[config.mk]
export PLATFORM = sky130hd
export DESIGN_NAME = ovp_divider
export DESIGN_NICKNAME = d
export VERILOG_FILES = /design/src/hw/rtl/ovp_divider.sv
export SDC_FILE = /design/constraint.sdc
export NUM_CORES = 1
export LEC_CHECK = 0
export BUFFER_PORTS_ARGS = -buffer_cell sky130_fd_sc_hd__buf_4
export CAP_MARGIN = 40
export CORE_MARGIN = 3
export CORE_UTILIZATION = 63
export CTS_BUF_LIST = sky130_fd_sc_hd__clkbuf_4 sky130_fd_sc_hd__clkbuf_8
export CTS_CLUSTER_SIZE = 25
export DETAILED_ROUTE_END_ITERATION = 16
export PLACE_DENSITY = 0.88
export SYNTH_ARGS = -nofsm -noshare
export SYNTH_HDL_FRONTEND = slang
export SYNTH_SLANG_ARGS = --single-unit
[constraint.sdc]
create_clock -name clk -period 20.6 [get_ports clk]
set_clock_uncertainty 0.05 [all_clocks]
set_input_delay 4.12 -clock clk [delete_from_list [all_inputs] [get_ports clk]]
set_output_delay 4.12 -clock clk [all_outputs]
set_load 0.005 [all_outputs]
[src/hw/rtl/ovp_divider.sv]
`timescale 1ns / 1ps
`default_nettype none
// Restoring divider, one quotient bit per cycle. 48-bit dividend/divisor.
module ovp_divider (
  input  wire logic        clk,
  input  wire logic        rst,
  input  wire logic        start,
  input  wire logic [47:0] dividend,
  input  wire logic [47:0] divisor,
  output logic             done,
  output logic [47:0]      quotient
);
  logic [47:0] rem;
  logic [47:0] quo;
  logic [5:0]  cnt;
  logic        busy;
  logic [47:0] dvs;
  logic [48:0] trial;

  // partial remainder stays below the divisor, so 48 bits hold it
  assign trial = {rem, quo[47]} - {1'b0, dvs};
  assign quotient = quo;

  always_ff @(posedge clk) begin
    if (rst) begin
      busy <= 1'b0;
      done <= 1'b0;
    end else begin
      done <= 1'b0;
      if (start) begin
        busy <= 1'b1;
        rem  <= '0;
        quo  <= dividend;
        dvs  <= divisor;
        cnt  <= 6'd0;
      end else if (busy) begin
        if (!trial[48]) begin
          rem <= trial[47:0];
          quo <= {quo[46:0], 1'b1};
        end else begin
          rem <= {rem[46:0], quo[47]};
          quo <= {quo[46:0], 1'b0};
        end
        cnt <= cnt + 6'd1;
        if (cnt == 6'd47) begin
          busy <= 1'b0;
          done <= 1'b1;
        end
      end
    end
  end
endmodule
`default_nettype wire

**After elaboration in Yosys (flattened, before gate mapping)**

Index checks and enable logic that the tools add are counted.
W data, S select, Z words.

- Register bits: 152
- Input bits: 99
- Output and inout bits: 49
- Logic and storage cells: 25

- Add/sub/neg operators: 2
- Equality and inequality tests: 1
- Multiplexer cells: 10
- Bitwise gates (word level): 2
- Reductions and logical operators: 4

Operators by type and width:

| kind | number |
|---|---|
| $mux W48 | 4 |
| $sub A49 B48 Y49 | 1 |
| $add A6 B1 Y6 const B | 1 |
| $eq A6 B6 Y1 const B | 1 |
| $mux W6 | 1 |
| $mux W1 | 5 |
| $reduce_and A2 Y1 | 2 |
| $reduce_or A3 Y1 | 1 |
| $not A1 Y1 | 2 |
| $reduce_bool A2 Y1 | 1 |

**Depth between registers and ports, before layout**

- Depth after elaboration: 4
- Gate-level depth with buffers: 15
- Gate-level depth less buffers: 13

**Least setup slack after synthesis**

OpenSTA, ideal clock, no wires.

- Kind: input -> register
- Start point: input port start
- End point: register cnt[0], enable pin
- Setup time: 0.564 ns
- Arrival time: 8.943 ns
- Required time: 19.986 ns
- Setup slack: 11.043 ns
- Stages: 4
- Path buffers: 2
- Cells stage by stage: clkbuf_1 -> clkbuf_1 -> nor2_1 -> nor2_1

- Cells in the longest elaborated chain, start to end: 2

RTL lines:

| element | line | RTL |
|---|---|---|
| start: declaration | 7 | `input wire logic start,` |
| $reduce_bool A2 Y1 (no line) | n/a |  |
| $reduce_and A2 Y1 (no line) | n/a |  |
| end signal: assignment | 44 | `cnt <= cnt + 6'd1;` |
| end: declaration | 15 | `logic [5:0] cnt;` |

Every way passes these cells.
A chain may end at the register's enable or synchronous reset.

**Final worst setup path**

- Start point: register quo[47] (netlist: quotient[47])
- End point: output port quotient[47]

RTL lines:

| element | line | RTL |
|---|---|---|
| start: declaration | 14 | `logic [47:0] quo;` |
| start signal: assignment | 33 | `quo <= dividend;` |
| start signal: assignment | 39 | `quo <= {quo[46:0], 1'b1};` |
| start signal: assignment | 42 | `quo <= {quo[46:0], 1'b0};` |
| end: declaration | 11 | `output logic [47:0] quotient` |

No word-level cell between the ends.

==> flow_metrics.env <==
export IMPL_relSlewSlack_pct=42.9
export IMPL_cp_max_fo=3
export IMPL_ir_drop_mv=0.0624
export IMPL_worstPathArrival_ns=1.12
export IMPL_worst_setup_path_type="reg2out"
export IMPL_cp_top_family="flip-flops"
export IMPL_worstMarginPinSlew_ns=0.856
export IMPL_grt_antenna_before_repair=0
export IMPL_synth_common_cells="edfxtp_1 (150), nor2_1 (71), inv_1 (61)"
export IMPL_fp_dieH_um=124
export IMPL_via_per_inst=6.00
export IMPL_synth_most_common_cell="edfxtp_1"
export IMPL_fin_crit_sh_pct=25.7
export IMPL_yosysSeqAreaShare_pct=51.4
export IMPL_ant_nets=0
export IMPL_fmaxAchievable_ghz=0.189
export IMPL_antennaDiodeCount=0
export IMPL_setup_tns_ns=0
export IMPL_grt_pass1_wl_mm=33.4
export IMPL_topRoutingLayerUsed="met4"
export IMPL_hold_ws_ns=0.455
export IMPL_avgSynthCellArea_um2=11.3
export IMPL_power_leakage_nw=4.57
export IMPL_design_area_um2=10500
export IMPL_start_util_pct=65.5
export IMPL_gp_congestion=0.949
export IMPL_synth_enable_flop_cells=150
export IMPL_worstPathCellList="buf_4"
export IMPL_async_flop_share_pct=0
export IMPL_post_cts_setup_buffers=0
export IMPL_critPathLaunchType="register"
export IMPL_io_pins=148
export IMPL_die_area_um2=15500
export IMPL_synth_nets=932
export IMPL_worstSetupEndpointType="primary output"
export IMPL_gr_total_overflow=0
export IMPL_status="finished clean"
export IMPL_syn_area_um2=8850
export IMPL_cts_resized=0
export IMPL_setup_slack_ns=15.31
export IMPL_drt_iter0_markers=527
export IMPL_avgRoutedWirePerCell_um=18.4
export IMPL_register_area_um2=4540
export IMPL_route_detailed_drc=0
export IMPL_cp_depth=1
export IMPL_cts_sinks=152
export IMPL_met1_length_mm=8.06
export IMPL_core_area_um2=13500
export IMPL_yosysTopAreaCell="edfxtp_1"
export IMPL_ys_seq_elements=152
export IMPL_ys_warn_count=0
export IMPL_setup_violations_final=0
export IMPL_wl_mm=20.4
export IMPL_cp_num_buf_inv=1
export IMPL_post_place_cells=1078
export IMPL_cts_tree="yes"
export IMPL_synthCells=783
export IMPL_fin_cells=1110
export IMPL_hold_depth=1
export IMPL_yosys_top_cells_area="edfxtp_1 (51%), ha_1 (6.9%), mux2_2 (6.0%)"
export IMPL_clk_path_buf_depth=2
export IMPL_clkSlewWorstSetupHoldPaths_ns=0.09
export IMPL_routed_wl_met2_mm=10.6
export IMPL_slowest_stage="edfxtp_1"
export IMPL_num_rows=42
export IMPL_die_w_um=124
export IMPL_grt_pass1_vias=6922
export IMPL_numCtsBuffers=17
export IMPL_drt_pass1_iterations=5
export IMPL_num_vias=6660
export IMPL_r2r_cells=12
export IMPL_drv_slew=0
export IMPL_area_growth_syn_to_layout_pct=18.7
export IMPL_rsz0062_at_grt="false"
export IMPL_worstPathRequired_ns=16.43
export IMPL_hp_class="reg2reg"
export IMPL_synth_cell_types=55
export IMPL_cts_root_buf="clkbuf_8"
export IMPL_grt_max_degree=79
export IMPL_grt_total_usage_pct=26.6
export IMPL_period_minus_slack_ns=5.29
export IMPL_yosysTopAreaCellShare_pct=50.9
export IMPL_clkLatencyLatePin_ns=0.46
export IMPL_layout_nets=1070
export IMPL_cap_violations=0
export IMPL_holdBufCountCts=0
export IMPL_yosys_most_used_dff="edfxtp_1"
export IMPL_fillers=831
export IMPL_hpwl_mm=14.6
export IMPL_drive_gt1_share_pct=25.6
export IMPL_cts_max_level=4
export IMPL_io_buffers=147
export IMPL_p_per_area_nw_per_um2=83.0
export IMPL_cpPeakStageDelay_ns=0.48
export IMPL_placed_area_um2=10100
export IMPL_multi_input_area_um2=3920
export IMPL_dp_slack_ns=14.93
export IMPL_wl_met3_mm=1.18
export IMPL_hold_viol=0
cells by family (layout without fill, tap and decap cells):
kind of cell | Yosys count | in the layout | share of synthesized area [%]
and+or+nand+nor | 191 | 191 | 10.2
AOI/OAI and AO/OA | 162 | 162 | 11.7
adders and majority gates | 50 | 50 | 7.16
muxes | 88 | 88 | 10.6
buffers and inverters | 95 | 246 | 4.51
xor gates and xnor gates | 45 | 45 | 4.46
DFF | 152 | 152 | 51.4
layout by cell type (no fill, tap or decap), drive strengths merged, types with 9 or more instances in the layout:
| master | synthesis | final |
|---|---|---|
| a21oi | 55 | 55 |
| nor2 | 71 | 71 |
| inv | 61 | 67 |
| edfxtp | 150 | 150 |
| clkbuf | 24 | 17 |
| nor2b | 9 | 9 |
| xnor2 | 27 | 27 |
| mux2i | 41 | 41 |
| nand4 | 13 | 13 |
| nand2 | 44 | 44 |
| xor2 | 18 | 18 |
| nor3 | 12 | 12 |
| nand3 | 11 | 11 |
| mux2 | 47 | 47 |
| buf | 10 | 153 |
| a21o | 27 | 27 |
| ha | 49 | 49 |
| o21ai | 25 | 25 |
area by class of cell:
cell class,instances,area share (%)
Clock inverter,15,1.80
Timing Repair Buffer,153,11.1
Clock buffer,17,2.23
Multi-Input combinational cell,536,37.3
Sequential cell,152,43.3
Tap cell,176,2.10
Inverter,61,2.18
worst paths after layout:
kind	from	endpoint	slack, ns
max	quotient[47]	quotient[47]	15.31
min	busy	done	0.46
max reg2reg	rem[4]	rem[44]	16.13
min reg2reg	busy	done	0.46
power breakdown:
part	internal [W]	switching, W
Sequential	0.000373	0.0000132
Clock	0.000122	0.000121
Combinational	0.000110	0.000133
Total	0.000605	0.000267
routing by layer:
layer,GRT usage [%],vias up
li1,-,3148
met1,30.8,3200
met2,47.3,258
met3,6.99,54
met4,10.2,0
met5,0,-
stage by stage:
step	utilization, %	total power [W]
4_1_cts	77.8	0.000875
2_1_floorplan	-	0.000568
3_3_place_gp	74.4	0.000617
3_5_place_dp	74.6	0.000630
6_report	77.8	0.000872
5_1_grt	77.8	0.000916
registers in the layout (all words and copies together) (netlist names):
signal / flops
dvs: 48
done: 1
cnt: 6
rem: 48
quotient: 48
busy: 1
(Power assumes the default switching activity.)
